**src/hdl/blcs_pkg.sv**
```systemverilog
// ----------------------------------------------------------------------------
// blcs_pkg - shared definitions for the linear classifier scorer
// Field widths, word layouts, opcodes, confusion classes and the
// saturating accumulator helper.
// ----------------------------------------------------------------------------
`default_nettype none

package blcs_pkg;

    // Defaults for the top-level parameters.
    localparam int DEF_MAX_PIXELS  = 1024;
    localparam int DEF_WEIGHT_BITS = 16;

    // Fixed field widths.
    localparam int OPC_W  = 2;
    localparam int IDX_W  = 10;
    localparam int WVAL_W = 16;
    localparam int PIX_W  = 8;
    localparam int LBL_W  = 8;
    localparam int BIAS_W = 32;
    localparam int CNT_W  = 32;
    localparam int ACC_W  = 40;
    localparam int SUM_W  = ACC_W + 2;
    localparam int N_CLASS = 4;

    // Input word layout, lowest bit first.
    localparam int IN_IDX_LSB    = 0;
    localparam int IN_WVAL_LSB   = IN_IDX_LSB + IDX_W;
    localparam int IN_PIX_LSB    = IN_WVAL_LSB + WVAL_W;
    localparam int IN_LBL_LSB    = IN_PIX_LSB + PIX_W;
    localparam int IN_FIELDS_W   = IN_LBL_LSB + LBL_W;
    localparam int IN_TDATA_W    = ((IN_FIELDS_W + 7) / 8) * 8;

    // Output word layout: predicted_zero, correct, then four counters.
    localparam int OUT_FIELDS_W  = 2 + N_CLASS * CNT_W;
    localparam int OUT_TDATA_W   = ((OUT_FIELDS_W + 7) / 8) * 8;

    typedef enum logic [OPC_W-1:0] {
        OP_WRITE_WEIGHT = 2'd0,
        OP_PIXEL        = 2'd1,
        OP_CLEAR        = 2'd2
    } t_opcode;

    // Confusion counter slots.
    localparam logic [1:0] CLS_OTHER_CORRECT = 2'd0;
    localparam logic [1:0] CLS_OTHER_WRONG   = 2'd1;
    localparam logic [1:0] CLS_ZERO_CORRECT  = 2'd2;
    localparam logic [1:0] CLS_ZERO_WRONG    = 2'd3;

    // Token that walks down the pipeline with each pixel or clear word.
    typedef struct packed {
        logic valid;
        logic is_clear;
        logic last;
        logic label_zero;
        logic use_weight;
    } t_tok;

    // Clamp a widened sum into the signed accumulator range.
    function automatic logic signed [ACC_W-1:0] sat_acc(input logic signed [SUM_W-1:0] s);
        logic [SUM_W-ACC_W:0] top;
        top = s[SUM_W-1:ACC_W-1];
        if (top == '0 || top == '1) begin
            return s[ACC_W-1:0];
        end else if (s[SUM_W-1]) begin
            return {1'b1, {(ACC_W-1){1'b0}}};
        end else begin
            return {1'b0, {(ACC_W-1){1'b1}}};
        end
    endfunction

endpackage

`default_nettype wire

```
**src/hdl/blcs_mac.sv**
```systemverilog
// ----------------------------------------------------------------------------
// blcs_mac - multiply and accumulate stages
// Registers the pixel-weight product, then folds it into the saturating
// accumulator. The sum of a finished image is handed on with its token.
// ----------------------------------------------------------------------------
`default_nettype none

module blcs_mac #(
    parameter int WEIGHT_BITS = blcs_pkg::DEF_WEIGHT_BITS,
    localparam int PW = WEIGHT_BITS + blcs_pkg::PIX_W + 1
) (
    input  wire logic                                i_clk,
    input  wire logic                                i_rst_n,
    input  wire blcs_pkg::t_tok                      i_tok,
    input  wire logic [blcs_pkg::PIX_W-1:0]          i_pixel,
    input  wire logic signed [WEIGHT_BITS-1:0]       i_weight,
    output logic                                     o_ready,
    output blcs_pkg::t_tok                           o_tok,
    output logic signed [blcs_pkg::ACC_W-1:0]        o_sum,
    input  wire logic                                i_ready
);

    blcs_pkg::t_tok                        r_tok2, r_tok3, n_tok3;
    logic signed [PW-1:0]                  r_prod, n_prod;
    logic signed [blcs_pkg::ACC_W-1:0]     r_acc, r_sum, acc_plus;
    logic                                  r2_fwd, r3_free, r2_move;

    // The pixel is unsigned, so it gets a zero sign bit before the multiply.
    always_comb begin
        n_prod = $signed({1'b0, i_pixel}) * i_weight;
        if (!i_tok.use_weight) begin
            n_prod = '0;
        end
    end

    assign acc_plus = blcs_pkg::sat_acc(blcs_pkg::SUM_W'(r_acc) + blcs_pkg::SUM_W'(r_prod));

    // Ordinary pixels only touch the accumulator; last pixels and clears
    // need the hand-off register.
    assign r2_fwd  = r_tok2.last || r_tok2.is_clear;
    assign r3_free = !r_tok3.valid || i_ready;
    assign r2_move = r_tok2.valid && (!r2_fwd || r3_free);
    assign o_ready = !r_tok2.valid || r2_move;

    always_comb begin
        n_tok3       = r_tok2;
        n_tok3.valid = r2_move && r2_fwd;
    end

    always_ff @(posedge i_clk) begin
        if (!i_rst_n) begin
            r_tok2 <= '0;
            r_tok3 <= '0;
            r_acc  <= '0;
        end else begin
            if (o_ready) begin
                r_tok2 <= i_tok;
            end
            if (r3_free) begin
                r_tok3 <= n_tok3;
            end
            if (r2_move && !r_tok2.is_clear) begin
                r_acc <= r_tok2.last ? '0 : acc_plus;
            end
        end
    end

    always_ff @(posedge i_clk) begin
        if (o_ready) begin
            r_prod <= n_prod;
        end
        if (r2_move && r_tok2.last && !r_tok2.is_clear) begin
            r_sum <= acc_plus;
        end
    end

    assign o_tok = r_tok3;
    assign o_sum = r_sum;

endmodule

`default_nettype wire

```
**config.mk**
```make
export PLATFORM = sky130hd
export DESIGN_NAME = blcs_mac
export DESIGN_NICKNAME = d
export VERILOG_FILES = /design/src/hdl/blcs_pkg.sv /design/src/hdl/blcs_mac.sv
export SDC_FILE = /design/constraint.sdc
export NUM_CORES = 1
export LEC_CHECK = 0
export BUFFER_PORTS_ARGS = -buffer_cell sky130_fd_sc_hd__buf_2
export CAP_MARGIN = 20
export CORE_MARGIN = 2
export CORE_UTILIZATION = 58
export CTS_BUF_LIST = sky130_fd_sc_hd__clkbuf_2
export CTS_CLUSTER_DIAMETER = 100
export CTS_CLUSTER_SIZE = 28
export DETAILED_ROUTE_END_ITERATION = 10
export MAX_ROUTING_LAYER = met4
export PLACE_DENSITY = 0.81
export SETUP_SLACK_MARGIN = 0.05
export SLEW_MARGIN = 20
export SYNTH_ARGS = -nofsm -noshare
export SYNTH_HDL_FRONTEND = slang
export SYNTH_SLANG_ARGS = --single-unit
export TNS_END_PERCENT = 20
```
**constraint.sdc**
```tcl
create_clock -name i_clk -period 6.2 [get_ports i_clk]
set_input_delay 1.24 -clock i_clk [delete_from_list [all_inputs] [get_ports i_clk]]
set_output_delay 1.24 -clock i_clk [all_outputs]
set_load 0.005 [all_outputs]
```
After elaboration in Yosys (flattened, before gate mapping)
Cells that the tools add are included.
Widths: inputs -> output; s select.

cells by class
  $add $sub $neg = 1
  reduce and logical (&&, ||, !) cells = 15
  $mul = 1
  mux-type cells = 3
  eq/ne operators = 1

operators by type and width
  kind                number
  $mux 40             3
  $add 40x25->41      1
  $mul 9x16->25       1
  $logic_and 1x1->1   5
  $logic_or 1x1->1    5
  $logic_not 1->1     4
  $eq 3x3->1 const B  1
  $logic_not 3->1     1

storage, ports and cells
  output and inout bits = 46
  register bits = 115
  logic and storage cells = 34
  bits of input ports = 32

Logic depth before layout (Yosys ltp)
Gate-level depths: netlist of run 1.

  depth in word-level cells = 6
  depth in mapped cells = 20
  depth with buffers taken out = 19

Least setup slack after synthesis of run 1
OpenSTA, ideal clock, no wires.

  path kind = input-to-reg
  start = input port i_pixel[2] in the netlist's numbering
  end = register r_prod[23] (data pin)
  data arrival time = 5703 ps
  required time = 5943 ps
  setup time = 257 ps
  cell stages on the path = 19
  path buffers = 1
  slack = 240 ps
  cell sequence = clkbuf_1 -> nand2_1 -> fa_1 -> inv_1 -> fa_1 -> inv_1 -> fa_1 -> fa_1 -> inv_1 -> ha_1 -> nand3_1 -> o2111a_1 -> or3_1 -> a31o_2 -> a21oi_1 -> nor3_1 -> o31ai_1 -> xnor2_1 -> nor2_1

between the ends
  cells in the longest elaborated chain, start to end = 1

RTL lines
  item                  RTL line        RTL
  start, declared       blcs_mac.sv:15  input wire logic [blcs_pkg::PIX_W-1:0] i_pixel,
  $mul 9x16->25         blcs_mac.sv:30  n_prod = $signed({1'b0, i_pixel}) * i_weight;
  end signal, assigned  blcs_mac.sv:70  r_prod <= n_prod;
  end, declared         blcs_mac.sv:24  logic signed [PW-1:0] r_prod, n_prod;

Every way passes these cells.
A chain may end at the register's enable or synchronous reset.

Worst setup path after layout of run 1
Ends and elaborated chain as after synthesis.

==> results of run 1 <==
[sequential cells by signal, indices dropped and copies added (netlist names)]
register  cells
r_prod       25
n_tok3        4
r_acc        40
o_sum        40
o_tok         5
r_tok2        1
[area by class of cell]
| class | count | area share |
|---|---|---|
| sequential | 115 | 0.250 |
| inverter | 166 | 0.0527 |
| antenna | 1 | 0.000212 |
| multi-input combinational | 903 | 0.615 |
| clock inverter | 14 | 0.0109 |
| timing repair buffer | 86 | 0.0393 |
| tap | 234 | 0.0247 |
| clock buffer | 18 | 0.00762 |
[how the worst max path moves through the flow]
stage / endpoint / slack [ns]
4_1_cts: r_prod[23]$_SDFFCE_PN0P_ / 0.75
6_report: r_prod[23]$_SDFFCE_PN0P_ / 0.69
3_5_place_dp: r_prod[23]$_SDFFCE_PN0P_ / -0.02
3_3_place_gp: r_prod[23]$_SDFFCE_PN0P_ / 0.05
2_1_floorplan: r_prod[23]$_SDFFCE_PN0P_ / 0.24
5_1_grt: r_prod[23]$_SDFFCE_PN0P_ / 0.53
[metal layers]
layer | routed length [um] | GRT usage
met5 | 0 | -
met4 | 348 | 0.0679
met3 | 979 | 0.0296
met2 | 10800 | 0.398
met1 | 10700 | 0.329
[kinds of logic (layout without fill, tap and decap cells)]
logic type | after synthesis | in the layout | synth area share
fa+ha+maj | 193 | 193 | 0.289
mux | 3 | 3 | 0.00283
xor+xnor | 53 | 53 | 0.0427
buf+inv | 207 | 284 | 0.0738
flops | 115 | 115 | 0.268
simple gates | 405 | 405 | 0.173
other cells | 0 | 1 | 0
compound gates | 249 | 249 | 0.151
[worst max-delay path: cells and delay by family]
kind                       cells  cell delay [ns]
AOI/OAI and AO/OA              4             0.94
and+or+nand+nor                5             0.79
xor gates and xnor gates       1             0.15
buffers and inverters          4             0.39
adders and majority gates      5             2.43
[layout by cell type (no fill, tap or decap), types with 27 or more instances in the layout]
master	Yosys	final
xnor2_1	30	30
fa_1	103	103
a21oi_1	62	62
ha_1	90	90
o21ai_1	27	27
inv_1	165	165
and2_1	78	78
nor2_1	97	96
buf_2	6	77
o21ai_0	32	32
edfxtp_1	65	65
nand2_1	143	143
a21o_1	32	32
dfxtp_1	50	50
[through the flow]
step	utilization	area [um^2]	hold WS [ns]	setup WS (ns)
5_1_grt	0.632	11800	0.484	0.529
4_1_cts	0.631	11800	0.468	0.754
3_5_place_dp	0.620	11600	0.448	-0.0239
2_1_floorplan	-	11000	0.433	0.240
6_report	0.632	11800	0.467	0.688
3_3_place_gp	0.620	11600	0.441	0.0497
[power groups by stage]
stage / clock, W / combinational [W] / sequential (W)
6_report: 0.000467 / 0.00232 / 0.00104
5_1_grt: 0.000503 / 0.00266 / 0.00105
4_1_cts: 0.000477 / 0.00233 / 0.00104
3_5_place_dp: 0 / 0.00232 / 0.00106
3_3_place_gp: 0 / 0.00225 / 0.00106
2_1_floorplan: 0 / 0.00186 / 0.00103
==> metrics, run 1 <==
multi-input combinational cell area=7270 um^2; R2R Path End=r_acc[31]$_SDFFE_PN0P_; CTS Buf Count=17; Worst Setup End Kind=flop; skew final=~0.04 ns; Clk Latency, worst-skew pair=about 0.67 ns; Psw=around 0.0017 W; Final Max Slew Viols=0; kind of critical path=in -> reg; final std cells w/o fill=1537; routed len/inst=around 15 um; Final period util=0.889; Primary FF master, synth=edfxtp_1; reg2reg start=r_prod[24]$_SDFFCE_PN0P_; Final nets=1514; sw frac=0.448; Final setup violation count=0; status=complete, no violations; share of cells above drive strength 1=0.106; critical path launch point type=input port; critical-path cell list=buf_2 > nand2_1 > fa_1 > inv_1 > fa_1 > fa_1 > inv_1 > fa_1 > inv_1 > ha_1 > nand3_1 > o2111a_1 > or3_1 > a31o_2 > a21oi_1 > nor3_1 > o31ai_1 > xnor2_1 > nor2_1; Initial Util=0.590; CTS Hold Bufs=0; Synth Warn #=0; Post-Syn Nets=1450; Period minus WS final=5.51 ns; Comb power frac=0.606; I/O pin cnt=78; syn_area_per_cell=9.01 um^2; vias in the first global route=8342; CP required=~6.7 ns; Syn Inst Count=1225; Slew HR=0.531; Placed Cells=approximately 1500; H-tree Lvls=4; CORE AREA=18700 um^2; FF-to-FF path depth=11; Internal=0.00212 W; num rows=50; CP arrival=5.96 ns; f_max=0.181 GHz; CTS Sinks=approximately 120; Hold Startpoint=r_acc[21]$_SDFFE_PN0P_; Detail Route Antenna Nets=0; slowest stage delay, CP=about 0.55 ns; GRT Overall Usage=0.245; final total power=0.00383 W; commonest cells in the netlist=165 x inv_1, 143 x nand2_1, 103 x fa_1, 97 x nor2_1, 90 x ha_1; area of the mapped netlist=11000 um^2; Die Footprint=20100 um^2; Seq. cell area=2950 um^2; most common cell in the netlist=inv_1; DIE HEIGHT=around 140 um; sequential share of power=0.272; type of the most critical hold path=reg -> reg; I/O Buffers=77; DRC viols=0; share of Yosys cell area claimed by the top area cell type=0.187; Final Hold Fails=0; Area Overhead vs Synth=7.21%; largest cells by area after synthesis=fa_1 19%, edfxtp_1 18%, ha_1 10%, dfxtp_1 9.1%, inv_1 5.6%; Peak VDD IR=~0.14 mV; CP most frequent cell=fa_1; Worst-Margin Slew=0.703 ns; via count=about 8500; detailed placement HPWL=around 18000 um; CP Max Fanout=16; Leakage=~5.7 nW; register bit total from synthesis=roughly 120; clock share of power=0.122; worst-case hold path end point=r_acc[21]$_SDFFE_PN0P_; DRT Pass-1 Iters=4; PwrDens=324 nW/um^2; Reg2Reg Setup Slack=2.13 ns; maximum buffer depth of the clock tree=2; Clock Pin Slew Worst Setup and Hold Paths=0.20 ns; CTS root buffer=clkbuf_2; worst hold path cell count=2; wirelength, routed=about 23000 um; Synth cell types=69; max_cap viols=0; Setup Buffers After CTS=0; post-CTS sizing=0; fillers=1597; first-pass GRT wire length=39000 um; initial antenna violation count=1; area leader, netlist=fa_1; Vias/cell=5.56; post-synthesis sequential area ratio=0.268; Worst setup startpoint=i_pixel[2]; Crit-path slowest cell=fa_1; ys async rst share=0; Die Width=142 um; CTS tree=done; GRT Residual Overflow=0; RSZ-0062 raised after global routing=no; number of enable flip-flop cells after synthesis=65; pin count of the biggest net entering global routing=41; DR iter-0 viols=461; Placer Congestion=0.935; TNS Setup=0 ns
(Power assumes the default switching activity.)
==> inputs of run 2 (changes only) <==
Settings changed: CORE_UTILIZATION 58 to 64, PLACE_DENSITY 0.81 to 0.85.
Clock period 6.2 ns to 5.3 ns, I/O delays scaled along.
==> run 2 against run 1 <==
Design area grew 6.5%. Utilization grew 11 points. Largest cell class unchanged. Clock-buffer cell count shrank 1. Worst hold slack gained 0.0022 ns. Global-route usage grew 4.2 points. Critical path depth is the same.
==> metrics, run 2 (same netlist as run 1, synthesis figures left out) <==
commonest cells after routing, fill and taps aside=161 x inv_1, 136 x nand2_1, 101 x fa_1, 96 x nor2_1, 85 x ha_1; CTS Buf Count=17 (unchanged); sequential share of power=0.240 (-0.032); first-pass GRT wire length=40900 um (+5.0%); CP required=5.75 ns (-0.90 ns); f_max=0.197 GHz; I/O pin cnt=78 (unchanged); reg2reg start=r_prod[24]$_SDFFCE_PN0P_; skew final=0.0437 ns (+0.00376 ns); status=complete, no violations; grt peak-use layer=met2; Clock Pin Slew Worst Setup and Hold Paths=0.19 ns (about the same); maximum buffer depth of the clock tree=2 (unchanged); Final Hold Fails=0 (unchanged); DIE HEIGHT=135 um (-4.7%); initial antenna violation count=1 (unchanged); Vias/cell=5.58 (+0.40%); CP Max Fanout=10 (-6); sw frac=0.429 (-0.0184); DR iter-0 viols=567 (+23%); PwrDens=404 nW/um^2 (+25%); Final Max Slew Viols=0 (unchanged); num rows=48 (-4.0%); worst hold path cell count=2 (unchanged); I/O Buffers=77 (unchanged); grt met1 use=0.364 (+0.0359); R2R Path End=r_acc[26]$_SDFFE_PN0P_; CTS Sinks=115 (unchanged); Worst Setup End Kind=flop; CP arrival=5.52 ns (-0.44 ns); Final setup violation count=0 (unchanged); Period minus WS final=approximately 5.1 ns; Detail Route Antenna Nets=0 (unchanged); FF-to-FF path depth=10 (-1); CTS Hold Bufs=0 (unchanged); worst-case hold path end point=o_tok[3]$_SDFFE_PN0P_; Setup Buffers After CTS=0 (unchanged); Initial Util=0.647 (+0.0570); CORE AREA=17100 um^2 (-8.8%); Final period util=0.956; Comb power frac=0.642 (+0.036); most common cell after layout, fill and taps aside=inv_1; Hold Startpoint=o_tok[3]$_SDFFE_PN0P_; wirelength, routed=24500 um (+7.5%); post-CTS sizing=0 (unchanged); clock share of power=0.118 (-0.004); CTS root buffer=clkbuf_2; GRT Residual Overflow=0 (unchanged); routed len/inst=15.3 um (+2.8%); Reg2Reg Setup Slack=1.38 ns (-0.75 ns); via count=8967 (+5.0%); Area Overhead vs Synth=14.2%; critical path launch point type=input port; Worst-Margin Slew=0.841 ns (+0.138 ns); DP Worst Slack=-0.617 ns (-0.593 ns); type of the most critical hold path=reg -> reg; share of cells above drive strength 1=0.173 (+0.0671); met3 Use GR=0.0344 (+0.00481); Fin Hold WS=0.469 ns (+0.00224 ns); DRT Pass-1 Iters=7 (+3); Die Footprint=18300 um^2 (-9.1%); Final nets=1593 (+5.2%); Leakage=6.12 nW (+7.4%); max_cap viols=0 (unchanged); Peak VDD IR=0.216 mV (+51%); H-tree Lvls=4 (unchanged); GRT Overall Usage=0.287 (+0.0424); Slew HR=0.439 (-0.0921); PnR worst setup slack=0.231 ns (-0.457 ns); pin count of the biggest net entering global routing=41 (unchanged); met2 Usage GRT=0.490 (+0.0926); Die Width=135 um (-4.7%); CTS tree=done; DRC viols=0 (unchanged); Internal=0.00290 W (+37%); detailed placement HPWL=19700 um (+7.8%); Placer Congestion=0.954 (+2.1%); kind of critical path=in -> reg; vias in the first global route=8833 (+5.9%); Clk Latency, worst-skew pair=0.71 ns (+0.04 ns); final total power=0.00509 W (+33%); Psw=0.00218 W (+27%); RSZ-0062 raised after global routing=yes
==> run 2: worst max path at each step <==
stage | start | to | slack, ns | cells past startpoint
detailed placement | i_pixel[1] | r_prod[23]$_SDFFCE_PN0P_ | -0.62 | 19
global route | i_pixel[2] | r_prod[21]$_SDFFCE_PN0P_ | 0.05 | 21
CTS | i_pixel[1] | r_prod[23]$_SDFFCE_PN0P_ | 0.15 | 19
global placement | i_pixel[1] | r_prod[23]$_SDFFCE_PN0P_ | -0.46 | 19
floorplan | i_pixel[3] | r_prod[23]$_SDFFCE_PN0P_ | -0.20 | 18
finish | i_pixel[1] | r_prod[23]$_SDFFCE_PN0P_ | 0.23 | 19
==> run 2: layer usage <==
metal,share of wire,vias up
li1,-,4383
met1,0.44,4283
met2,0.49,264
met3,0.050,37
met4,0.020,0
met5,0,-
==> run 2: layout make-up <==
| cell class | instances | area [um^2] |
|---|---|---|
| Antenna cell | 1 | 2.50 |
| Clock buffer | 17 | 85.1 |
| Clock inverter | 15 | 156 |
| Fill cell | 1253 | 4450 |
| Inverter | 166 | 623 |
| Multi-Input combinational cell | 903 | 7390 |
| Sequential cell | 115 | 2950 |
| Tap cell | 225 | 282 |
| Timing Repair Buffer | 165 | 1110 |
==> run 2: stage by stage <==
stage,TNS (ns),instance area [um^2],std cells,utilization
after floorplan,-0.241,11200,1225,-
after global placement,-2.68,12300,1573,0.723
after detailed placement,-4.02,12300,1573,0.723
after CTS,0,12600,1605,0.738
after global routing,0,12600,1607,0.739
final,0,12600,1607,0.739
==> run 2: critical path, stage by stage <==
cell and delay (ns):
clkbuf_4 0.21, nand2_1 0.11, fa_1 0.51, inv_1 0.05
fa_1 0.50, fa_1 0.54, inv_1 0.05, fa_1 0.48
inv_1 0.05, ha_1 0.28, and4_4 0.23, nand3_1 0.08
or3_1 0.41, a31o_2 0.28, a21oi_2 0.16, nor3_1 0.07
o31ai_1 0.24, xnor2_1 0.15, nor2_1 0.06
==> run 2: power groups by stage <==
stage / sequential [W] / clock (W) / combinational (W)
after global placement: 0.00124 / 0 / 0.00313
after CTS: 0.00122 / 0.000601 / 0.00327
final: 0.00122 / 0.000601 / 0.00326
after detailed placement: 0.00124 / 0 / 0.00325
after floorplan: 0.00121 / 0 / 0.00229
after global routing: 0.00123 / 0.000635 / 0.00369
