File: src/hdl/blcs_pkg.sv
// ----------------------------------------------------------------------------
// blcs_pkg - shared definitions for the linear classifier scorer
// Field widths, word layouts, opcodes, confusion classes and the
// saturating accumulator helper.
// ----------------------------------------------------------------------------
`default_nettype none

package blcs_pkg;

    // Defaults for the top-level parameters.
    localparam int DEF_MAX_PIXELS  = 1024;
    localparam int DEF_WEIGHT_BITS = 16;

    // Fixed field widths.
    localparam int OPC_W  = 2;
    localparam int IDX_W  = 10;
    localparam int WVAL_W = 16;
    localparam int PIX_W  = 8;
    localparam int LBL_W  = 8;
    localparam int BIAS_W = 32;
    localparam int CNT_W  = 32;
    localparam int ACC_W  = 40;
    localparam int SUM_W  = ACC_W + 2;
    localparam int N_CLASS = 4;

    // Input word layout, lowest bit first.
    localparam int IN_IDX_LSB    = 0;
    localparam int IN_WVAL_LSB   = IN_IDX_LSB + IDX_W;
    localparam int IN_PIX_LSB    = IN_WVAL_LSB + WVAL_W;
    localparam int IN_LBL_LSB    = IN_PIX_LSB + PIX_W;
    localparam int IN_FIELDS_W   = IN_LBL_LSB + LBL_W;
    localparam int IN_TDATA_W    = ((IN_FIELDS_W + 7) / 8) * 8;

    // Output word layout: predicted_zero, correct, then four counters.
    localparam int OUT_FIELDS_W  = 2 + N_CLASS * CNT_W;
    localparam int OUT_TDATA_W   = ((OUT_FIELDS_W + 7) / 8) * 8;

    typedef enum logic [OPC_W-1:0] {
        OP_WRITE_WEIGHT = 2'd0,
        OP_PIXEL        = 2'd1,
        OP_CLEAR        = 2'd2
    } t_opcode;

    // Confusion counter slots.
    localparam logic [1:0] CLS_OTHER_CORRECT = 2'd0;
    localparam logic [1:0] CLS_OTHER_WRONG   = 2'd1;
    localparam logic [1:0] CLS_ZERO_CORRECT  = 2'd2;
    localparam logic [1:0] CLS_ZERO_WRONG    = 2'd3;

    // Token that walks down the pipeline with each pixel or clear word.
    typedef struct packed {
        logic valid;
        logic is_clear;
        logic last;
        logic label_zero;
        logic use_weight;
    } t_tok;

    // Clamp a widened sum into the signed accumulator range.
    function automatic logic signed [ACC_W-1:0] sat_acc(input logic signed [SUM_W-1:0] s);
        logic [SUM_W-ACC_W:0] top;
        top = s[SUM_W-1:ACC_W-1];
        if (top == '0 || top == '1) begin
            return s[ACC_W-1:0];
        end else if (s[SUM_W-1]) begin
            return {1'b1, {(ACC_W-1){1'b0}}};
        end else begin
            return {1'b0, {(ACC_W-1){1'b1}}};
        end
    endfunction

endpackage

`default_nettype wire

File: src/hdl/blcs_tally.sv
// ----------------------------------------------------------------------------
// blcs_tally - decision, confusion counters and result register
// Adds the bias, decides the class, bumps one saturating counter (or clears
// all four on a clear word) and holds the outgoing result word.
// ----------------------------------------------------------------------------
`default_nettype none

module blcs_tally (
    input  wire logic                                i_clk,
    input  wire logic                                i_rst_n,
    input  wire logic signed [blcs_pkg::BIAS_W-1:0]  i_bias,
    input  wire blcs_pkg::t_tok                      i_tok,
    input  wire logic signed [blcs_pkg::ACC_W-1:0]   i_sum,
    output logic                                     o_ready,
    output logic                                     o_tvalid,
    input  wire logic                                i_tready,
    output logic [blcs_pkg::OUT_TDATA_W-1:0]         o_tdata
);

    blcs_pkg::t_tok                       r_tok4;
    logic                                 r_pred, n_pred;
    logic signed [blcs_pkg::ACC_W-1:0]    score;
    logic                                 out_free, r4_move, correct;
    logic [1:0]                           cls;
    logic [blcs_pkg::CNT_W-1:0]           r_cnt [blcs_pkg::N_CLASS];
    logic [blcs_pkg::CNT_W-1:0]           n_cnt [blcs_pkg::N_CLASS];
    logic                                 r_out_valid;
    logic [blcs_pkg::OUT_TDATA_W-1:0]     r_tdata;

    assign score  = blcs_pkg::sat_acc(blcs_pkg::SUM_W'(i_sum) + blcs_pkg::SUM_W'(i_bias));
    // A score of exactly zero is not above one half after the sigmoid.
    assign n_pred = !score[blcs_pkg::ACC_W-1] && (score != '0);

    assign out_free = !r_out_valid || i_tready;
    assign r4_move  = r_tok4.valid && (r_tok4.is_clear || out_free);
    assign o_ready  = !r_tok4.valid || r4_move;

    assign correct = (r_pred == r_tok4.label_zero);

    always_comb begin
        if (r_tok4.label_zero) begin
            cls = r_pred ? blcs_pkg::CLS_ZERO_CORRECT : blcs_pkg::CLS_ZERO_WRONG;
        end else begin
            cls = r_pred ? blcs_pkg::CLS_OTHER_WRONG : blcs_pkg::CLS_OTHER_CORRECT;
        end
    end

    always_comb begin
        for (int k = 0; k < blcs_pkg::N_CLASS; k++) begin
            n_cnt[k] = r_cnt[k];
            if (r_tok4.is_clear) begin
                n_cnt[k] = '0;
            end else if (2'(k) == cls && r_cnt[k] != '1) begin
                n_cnt[k] = r_cnt[k] + 1'b1;
            end
        end
    end

    always_ff @(posedge i_clk) begin
        if (!i_rst_n) begin
            r_tok4      <= '0;
            r_out_valid <= 1'b0;
            for (int k = 0; k < blcs_pkg::N_CLASS; k++) begin
                r_cnt[k] <= '0;
            end
        end else begin
            if (o_ready) begin
                r_tok4 <= i_tok;
            end
            if (out_free) begin
                r_out_valid <= r4_move && !r_tok4.is_clear;
            end
            if (r4_move) begin
                for (int k = 0; k < blcs_pkg::N_CLASS; k++) begin
                    r_cnt[k] <= n_cnt[k];
                end
            end
        end
    end

    always_ff @(posedge i_clk) begin
        if (o_ready) begin
            r_pred <= n_pred;
        end
        if (r4_move && !r_tok4.is_clear) begin
            r_tdata <= blcs_pkg::OUT_TDATA_W'({n_cnt[3], n_cnt[2], n_cnt[1], n_cnt[0],
                                               correct, r_pred});
        end
    end

    assign o_tvalid = r_out_valid;
    assign o_tdata  = r_tdata;

endmodule

`default_nettype wire

File: config.mk
export PLATFORM = sky130hd
export DESIGN_NAME = blcs_tally
export DESIGN_NICKNAME = d
export VERILOG_FILES = /design/src/hdl/blcs_pkg.sv /design/src/hdl/blcs_tally.sv
export SDC_FILE = /design/constraint.sdc
export NUM_CORES = 1
export LEC_CHECK = 0
export ABC_CLOCK_PERIOD_IN_PS = 9100
export BUFFER_PORTS_ARGS = -buffer_cell sky130_fd_sc_hd__buf_2
export CAP_MARGIN = 25
export CORE_ASPECT_RATIO = 1.25
export CORE_MARGIN = 5
export CORE_UTILIZATION = 53
export DETAILED_ROUTE_END_ITERATION = 8
export PLACE_DENSITY = 0.75
export SYNTH_ARGS = -nofsm -noshare
export SYNTH_HDL_FRONTEND = slang
export SYNTH_SLANG_ARGS = --single-unit
File: constraint.sdc
create_clock -name i_clk -period 9.1 [get_ports i_clk]
set_input_delay 0 -clock i_clk [delete_from_list [all_inputs] [get_ports i_clk]]
set_output_delay 0 -clock i_clk [all_outputs]
set_load 0.05 [all_outputs]
======== After elaboration in Yosys (flattened, before gate mapping) ========
Memories as Yosys holds them, arrays and structs flattened.
Cells that the tools add are included.
word-level totals
  register bits after elaboration ......... 135
  RAM bits ................................ 128
  input bits .............................. 80
  output and inout port bits .............. 138
  logic and storage cells ................. 64
  memories ................................ 1
memory list
  name   words  width  rd ports  clocked after memory_dff  wr ports  RTL line          RTL
  r_cnt  4      32     4         0                         4         blcs_tally.sv:25  logic [blcs_pkg::CNT_W-1:0] r_cnt [blcs_pkg::N_CLASS];
cells by class
  $add $sub $neg .......................... 5
  eq/ne operators ......................... 9
  multiplexer cells ....................... 21
  bitwise logic cells ..................... 4
  reduce and logical (&&, ||, !) cells .... 18
operator list
  operator                                                               number
  32-bit 2-to-1 mux                                                      12
  32-bit by 1-bit adder with 32-bit output (second input constant)       4
  32-bit inequality test (second input constant)                         4
  40-bit 2-to-1 mux                                                      2
  40-bit by 32-bit adder with 41-bit output                              1
  40-bit nonzero test                                                    1
  1-bit logical AND                                                      7
  1-bit 2-to-1 mux                                                       6
  2-bit equality test (first input constant)                             2
  1-bit logical NOT                                                      4
  1-bit logical OR                                                       4
  1-bit OR                                                               4
  3-bit equality test (second input constant)                            1
  3-bit logical NOT                                                      1
  1-bit by 2-bit equality test with 1-bit output (first input constant)  1
  2-bit logical NOT                                                      1
  2-bit 2-to-1 mux                                                       1
  1-bit equality test                                                    1

======== Depth between registers and ports, before layout ========
Gate-level depths: netlist (run 1).
  word-level depth ........................ 8
  gate-level depth with buffers ........... 13
  mapped depth without buffers ............ 13

======== Least setup slack after synthesis (run 1) ========
OpenSTA, ideal clock, no wires.
  path kind ............................... register -> register
  start ................................... reg r_out_valid, in the netlist o_tvalid
  end ..................................... reg r_tdata, in the netlist o_tdata[0], enable pin
  setup time .............................. 0.637 ns
  arrival ................................. 6.393 ns
  data required time ...................... 8.463 ns
  path slack .............................. 2.070 ns
  stages on the path, launching flop included .. 3
  buffers on the path ..................... 0
  period minus slack after synthesis ...... 7.030 ns
  path through ............................ dfxtp_1 -> nand2b_1 -> nor2b_1
on the way
  word-level cells in the longest chain between the ends .. 5
RTL lines
  item                    RTL line          RTL
  start, declared         blcs_tally.sv:27  logic r_out_valid;
  start signal, assigned  blcs_tally.sv:71  r_out_valid <= r4_move && !r_tok4.is_clear;
  1-bit logical NOT       blcs_tally.sv:34  assign out_free = !r_out_valid || i_tready;
  1-bit logical OR        blcs_tally.sv:34
  1-bit logical OR        blcs_tally.sv:35  assign r4_move = r_tok4.valid && (r_tok4.is_clear || out_free);
  1-bit logical AND       blcs_tally.sv:35
  1-bit logical AND       blcs_tally.sv:85  if (r4_move && !r_tok4.is_clear) begin
  end signal, assigned    blcs_tally.sv:86  r_tdata <= blcs_pkg::OUT_TDATA_W'({n_cnt[3], n_cnt[2], n_cnt[1], n_cnt[0],
  end, declared           blcs_tally.sv:28  logic [blcs_pkg::OUT_TDATA_W-1:0] r_tdata;
No other way between the ends.
A chain may end at the register's enable or synchronous reset.

======== Worst setup path after layout (run 1) ========
  start ................................... in i_bias[0] (netlist bit)
  end ..................................... reg r_pred (data pin)
on the way
  word-level cells in the longest chain between the ends .. 6
  elaborated cells on any way between the ends .. 9
  classes of those cells .................. 1 x add/sub; 1 x eq/ne; 2 x mux; 5 x reduce/logical
RTL lines
  item                                                      RTL line          RTL
  start, declared                                           blcs_tally.sv:11  input wire logic signed [blcs_pkg::BIAS_W-1:0] i_bias,
  40-bit by 32-bit adder with 41-bit output (*)             blcs_tally.sv:30  assign score = blcs_pkg::sat_acc(blcs_pkg::SUM_W'(i_sum) + blcs_pkg::SUM_W'(i_bias));
  3-bit equality test or 3-bit logical NOT (tied branches)  blcs_pkg.sv:63    if (top == '0 || top == '1) begin
  1-bit logical OR                                          blcs_pkg.sv:63
  40-bit 2-to-1 mux (*)                                     blcs_pkg.sv:63
  40-bit nonzero test or 1-bit logical NOT (tied branches)  blcs_tally.sv:32  assign n_pred = !score[blcs_pkg::ACC_W-1] && (score != '0);
  1-bit logical AND (*)                                     blcs_tally.sv:32
  named net n_pred                                          blcs_tally.sv:21  logic r_pred, n_pred;
  end signal, assigned                                      blcs_tally.sv:83  r_pred <= n_pred;
  end, declared                                             blcs_tally.sv:21
The timed path passes the listed nets; every way through them passes the cells marked *.

==> results of run 1 <==
[synth_stat cells, drive strengths merged (5+ instances only)]
library cell	count	area [um^2]
edfxtp	259	7780
nor2	222	833
nor3	103	515
xor2	102	893
nand2	93	349
nand3	57	285
clkbuf	51	191
ha	48	601
xnor2	44	385
a21oi	42	214
nand4	35	219
and3	26	163
inv	25	93.8
o21ai	24	120
and4	12	105
buf	11	68.8
a21o	10	75.1
nand2b	9	56.3
nor4	8	56.3
and2	7	43.8
mux2i	7	70.1
o211ai	7	52.6
a2111oi	6	58.8
a211oi	6	45.0
a31oi	5	31.3
nor2b	5	31.3
o21bai	5	37.5
or2	5	31.3
[worst max-delay path by stage]
| stage | endpoint | start | depth (start not counted) | slack [ns] |
|---|---|---|---|---|
| after CTS | r_pred | i_bias[0] | 14 | 5.48 |
| after floorplan | o_tdata[0] | o_tvalid | 2 | 2.07 |
| after global routing | r_pred | i_bias[0] | 14 | 5.17 |
| after global placement | r_pred | i_bias[0] | 14 | 4.95 |
| final | r_pred | i_bias[0] | 14 | 5.46 |
| after detailed placement | r_pred | i_bias[0] | 14 | 4.97 |
[layout by cell type (no fill, tap or decap), drive strengths merged, types with 24 or more instances in the layout]
master,instances
edfxtp,259
nor2,222
buf,216
nor3,103
xor2,102
nand2,93
nand3,57
ha,48
xnor2,44
a21oi,42
nand4,35
clkbuf,28
and3,26
inv,25
o21ai,24
[registers in the layout (all words and copies together), names as in the netlist]
signal	flops
o_tdata	130
o_tvalid	1
r_cnt	128
r_pred	1
r_tok4	3
[power breakdown]
| part | internal (mW) | switching, mW | leakage, nW | total [mW] |
|---|---|---|---|---|
| sequential | 1.41 | 0.0450 | 2.64 | 1.45 |
| clock | 0.614 | 0.423 | 0.389 | 1.04 |
| combinational | 0.135 | 0.317 | 3.08 | 0.452 |
| total | 2.16 | 0.785 | 6.10 | 2.94 |
[per-stage QoR]
stage / setup WS (ns) / std cells / total power [mW] / hold WS (ns)
finish: 5.46 / 1838 / 2.94 / 0.160
global placement: 4.95 / 1787 / 1.92 / 0.260
global route: 5.17 / 1838 / 3.06 / 0.164
detailed placement: 4.97 / 1787 / 1.93 / 0.268
floorplan: 2.07 / 1293 / 1.81 / 0.128
CTS: 5.48 / 1838 / 2.96 / 0.116
[layout make-up]
| type | instances | area (um^2) |
|---|---|---|
| fillers | 2154 | 9890 |
| flip-flops and latches | 263 | 7860 |
| multi-input cells | 943 | 5750 |
| repair buffers | 225 | 1190 |
| clock buffers | 28 | 637 |
| well taps | 340 | 425 |
| clock inverters | 14 | 174 |
| inverters | 25 | 93.8 |
[worst reg2reg max path: cells and delay by family, from the launching register on]
family           cells  cell delay, ns
AND/OR/NAND/NOR      9            1.70
XOR/XNOR             1            0.20
AO/OA/AOI/OAI        1            0.69
flip-flops           1            0.43
[cell families (layout without fill, tap and decap cells)]
group	Yosys count	after routing
multiplexers	8	8
other	1	6
AO/OA/AOI/OAI	140	140
AND/OR/NAND/NOR	594	594
adder cells (fa/ha/maj)	49	49
flip-flops	263	263
buffers and inverters	87	292
XOR/XNOR	146	146
[routing by layer]
metal,up-vias,GRT usage,routed length (um)
met1,4870,0.260,12600
met5,-,0,0
li1,5074,-,-
met4,0,0.0612,866
met3,53,0.0301,1960
met2,296,0.367,15900
==> reports/metrics.yaml, run 1 <==
drt_iter0_drc: 655
critPathSlowestCell: "or4_1"
leakage_nw: 6.10
io_pins: 218
grt_max_degree: 92
ys.flop_type: "edfxtp_1"
wire_per_inst_um: 17.1
rr_endpoint: "r_cnt[1][25]"
die_y_um: 191
syn_inst: 1288
worstHoldStart: "i_tready"
ctsRootBufferMaster: "clkbuf_16"
ys_types: 62
worst_pin_slew_ns: 1.03
finalCriticalPeriod_ns: 3.64
grtUsageTotal: 0.206
drtPass1Iterations: 5
grt_overflow_total: 0
post_cts_resized: 0
core-area_um2: 26000
cpPeakStageDelay_ns: 0.50
end_kind: "register"
num_antenna_cells: 0
hp-class: "input port to register"
synth_top_family_by_area: "simple AND/OR/NAND/NOR gates"
setup_tns_ns: 0
mappedNetlistArea_um2: 13900
nets: 1611
drtAntennaViolNets: 0
cts_tree: "yes"
period_share: 0.400
vias: 10300
dp_hpwl_mm: 22.5
holdPathStages: 3
synth_xor_xnor_area_share: 0.0918
worstPathRequired_ns: 9.33
drv_cap: 0
critPathMaxFanout: 4
gp_congestion: 0.922
htree_num_levels: 1
routed_via_density: 5.60
synthArstFlopShare: 0
synth-simple-area-share: 0.200
holdPathEnd: "r_pred"
hold_violations: 0
path_common_cell: "or4_1"
synth_edf_count: 259
areaGrowthSynthToFinish_pct: 15.8
finalCoreUtilization: 0.620
antenna_found_initial: 0
ir_worst_vdd_uv: 112
fmax_mhz: 275
status: "completed"
final_layout_size_suffix_gt1_frac: 0.178
ys_ff_latch: 263
fp.dieArea_um2: 29600
clock_sinks: 263
synthAdderAreaFrac: 0.0446
rr_worst_depth: 11
cp_top_family: "simple AND/OR/NAND/NOR gates"
ys_seq_area_frac: 0.564
postLayoutCellArea_um2: 16100
numPortBuffers: 209
fp.dieW_um: 155
synth-compound-area-share: 0.0676
cts_setup_buffers: 0
grt_setup_unrepaired: "false"
cts_hold_buf: 9
cp.arrival_ns: 3.87
wirelength_mm: 31.4
cts_made_buffers: 24
power.density_nw_per_um2: 182
drc: 0
grt_pass1_vias: 10000
start_kind: "input port"
synth_mux_area_frac: 0.00584
ys_warn_count: 0
syn_avg_cell_area_um2: 10.8
crit_chain: "buf_2, ha_1, fa_1, xor2_1, a2111oi_2, o221ai_1, or4_1, or4_1, nor4_2, nand2_1, or4_1, nor4_1, nor4b_2, a221oi_1"
grt_pass1_wl_mm: 50.2
path_class: "input port to register"
finalSetupViolations: 0
fin_skew_ns: 0.0104
start_util: 0.535
critPathBufInv: 1
rows: 66
clkSlewWorstSetupHoldPaths_ns: 0.06
drv_slew: 0
clk_path_buf_depth: 3
max-slew-margin-rel: 0.317
dpl-instance-area_um2: 15200
worstReg2RegStart: "r_cnt[1][3]"
r2r_slack_ns: 5.79
clk_latency_ns: 0.51
Note: power is estimated with default switching activity, not from simulation.
==> inputs of run 2 (changes only) <==
--- a/config.mk
+++ b/config.mk
@@ -5,14 +5,15 @@
 export SDC_FILE = /design/constraint.sdc
 export NUM_CORES = 1
 export LEC_CHECK = 0
-export ABC_CLOCK_PERIOD_IN_PS = 9100
+export ABC_AREA = 1
+export ABC_CLOCK_PERIOD_IN_PS = 3700
 export BUFFER_PORTS_ARGS = -buffer_cell sky130_fd_sc_hd__buf_2
 export CAP_MARGIN = 25
 export CORE_ASPECT_RATIO = 1.25
 export CORE_MARGIN = 5
 export CORE_UTILIZATION = 53
 export DETAILED_ROUTE_END_ITERATION = 8
-export PLACE_DENSITY = 0.75
+export PLACE_DENSITY = 0.74
 export SYNTH_ARGS = -nofsm -noshare
 export SYNTH_HDL_FRONTEND = slang
 export SYNTH_SLANG_ARGS = --single-unit
==> constraint.sdc (replaced) <==
create_clock -name i_clk -period 3.7 [get_ports i_clk]
set_input_delay 0 -clock i_clk [delete_from_list [all_inputs] [get_ports i_clk]]
set_output_delay 0 -clock i_clk [all_outputs]
set_load 0.05 [all_outputs]
==> reports/metrics.yaml, run 2 <==
leakage_nw: 8.77
final_layout_size_suffix_gt1_frac: 0.123
syn_inst: 2265
status: "completed"
drtPass1Iterations: 5
crit_chain: "ha_1, nand3_1, inv_1, nand2_1, nor2_2, nand4_2, nand2_4, inv_2, nand2_1, nor2_1, nand2_2, nor3_1, nor2_1, inv_1, nor2_1"
largest_reg_flops: 130
gr-max-usage-layer: "met2"
clk_latency_ns: 0.55
grt_pass1_vias: 15200
fin_ws_ns: 0.910
finalSetupViolations: 0
cts_tree: "yes"
swShare: 0.302
clock_sinks: 263
use_met2: 0.445
pre_cts_ws_ns: 0.943
clkSlewWorstSetupHoldPaths_ns: 0.06
start_util: 0.533
clkPwrFrac: 0.338
finalCriticalPeriod_ns: 2.79
path_common_cell: "nor2_1"
io_pins: 218
fill_cells: 2942
comb_power_share: 0.192
ys_seq_area_frac: 0.454
antenna_found_initial: 0
total_power_mw: 7.67
fin_skew_ns: 0.0133
end_kind: "register"
start_kind: "register"
period_share: 0.754
path_class: "register to register"
max-slew-margin-rel: 0.406
cts_made_buffers: 26
wire_per_inst_um: 15.6
synthTopCellsByArea: "edfxtp_1 (45%), nand2_1 (13%), inv_1 (8.6%)"
hold_violations: 0
drc: 0
die_y_um: 212
dpl-instance-area_um2: 18700
htree_num_levels: 1
ctsRootBufferMaster: "clkbuf_16"
rows: 74
ir_worst_vdd_uv: 534
p_int_mw: 5.36
grt_overflow_total: 0
ys_types: 46
numPortBuffers: 209
fp.dieW_um: 172
drt_iter0_drc: 1241
ys.flop_type: "edfxtp_1"
multi_input_area_um2: 7690
synth_top_area_share: 0.449
ys_warn_count: 0
areaGrowthSynthToFinish_pct: 13.6
final_cells: 2908
wirelength_mm: 45.3
core-area_um2: 32500
mappedNetlistArea_um2: 17300
post_cts_resized: 0
syn_avg_cell_area_um2: 7.64
nets: 2600
vias: 15600
grtUsageTotal: 0.248
fmax_mhz: 358
place_inst: 2851
seqCellArea_um2: 7860
power.density_nw_per_um2: 390
cpPeakStageDelay_ns: 0.43
hp-class: "input port to register"
gp_congestion: 0.943
routed_via_density: 5.38
worstPathRequired_ns: 3.96
met3_usage: 0.0333
dp_hpwl_mm: 34.4
p_sw_mw: 2.32
synth_top_area_cell: "edfxtp_1"
drv_cap: 0
drv_slew: 0
yosysMostFrequentCell: "nand2_1"
seqPwrFrac: 0.469
postLayoutCellArea_um2: 19700
synth_common_cells: "nand2_1 (605), inv_1 (396), nor2_1 (271)"
critPathSlowestCell: "edfxtp_1"
critPathMaxFanout: 20
final_cell_mix: "nand2_1 (603), inv_1 (395), nor2_1 (271)"
final_common_cell: "nand2_1"
cp.arrival_ns: 3.05
fp.dieArea_um2: 36400
grt_max_degree: 83
clk_path_buf_depth: 3
finalCoreUtilization: 0.605
ys_ff_latch: 263
grt_pass1_wl_mm: 73.5
worst_pin_slew_ns: 0.891
grt_setup_unrepaired: "false"
use_met1: 0.294
synth_edf_count: 259
synthArstFlopShare: 0
setup_tns_ns: 0
whs_ns: 0.0252
drtAntennaViolNets: 0
run 2: cell types whose count changed after synthesis, moves of 22 or more:
cell / delta
xor2_1: -55
a211oi_1: +22
nand2_1: +512
xnor2_1: -33
nor3_1: +44
a21oi_1: +22
nor2_1: +49
nor4_1: +61
and3_1: -22
nand3_1: +45
inv_1: +371
run 2: routing by layer:
metal / part of all wire / wire length (um)
met5: 0 / 0
met2: 0.50 / 22800
met4: 0.045 / 2060
met1: 0.39 / 17800
met3: 0.059 / 2660
run 2: what timing repair did:
action | in CTS | in global routing
setup buffers | 0 | 0
hold buffers | 10 | 0
hold endpoints to repair | 5 | 0
run 2: kinds of logic (layout without fill, tap and decap cells):
family,count (synthesis),in the layout,share of synthesized area
adders and majority gates,49,49,0.0358
DFF,263,263,0.454
and+or+nand+nor,1291,1291,0.329
xor gates and xnor gates,58,58,0.0293
AOI/OAI and AO/OA,143,143,0.0478
other,1,7,0.000217
buffers and inverters,460,679,0.104
run 2: final timing paths:
| kind | startpoint | endpoint | slack [ns] | cells past startpoint |
|---|---|---|---|---|
| min reg2reg | r_pred | o_tdata[0] | 0.54 | 0 |
| max | r_cnt[2][0] | o_tdata[76] | 0.91 | 15 |
| min | i_sum[39] | r_pred | 0.03 | 4 |
| max reg2reg | r_cnt[2][0] | o_tdata[76] | 0.91 | 15 |
run 2: power groups by stage:
| stage | registers, mW | clock network (mW) | logic, mW |
|---|---|---|---|
| after CTS | 3.60 | 2.65 | 1.47 |
| final | 3.60 | 2.60 | 1.48 |
| after global routing | 3.62 | 2.77 | 1.64 |
| after floorplan | 3.87 | 0 | 0.869 |
| after detailed placement | 3.66 | 0 | 1.46 |
| after global placement | 3.66 | 0 | 1.43 |
run 2: cell type report:
cell class / count / area share
multi-input combinational: 1547 / 0.391
timing repair buffer: 230 / 0.0637
inverter: 403 / 0.0771
clock buffer: 34 / 0.0357
sequential: 263 / 0.400
clock inverter: 12 / 0.00623
antenna: 1 / 0.000127
tap: 418 / 0.0266
run 2: critical path: cells and delay by family, from the launching register on:
family / cells / cell delay (ns)
adder cells (fa/ha/maj): 1 / 0.27
AND/OR/NAND/NOR: 11 / 1.27
flip-flops: 1 / 0.43
buffers and inverters: 3 / 0.53
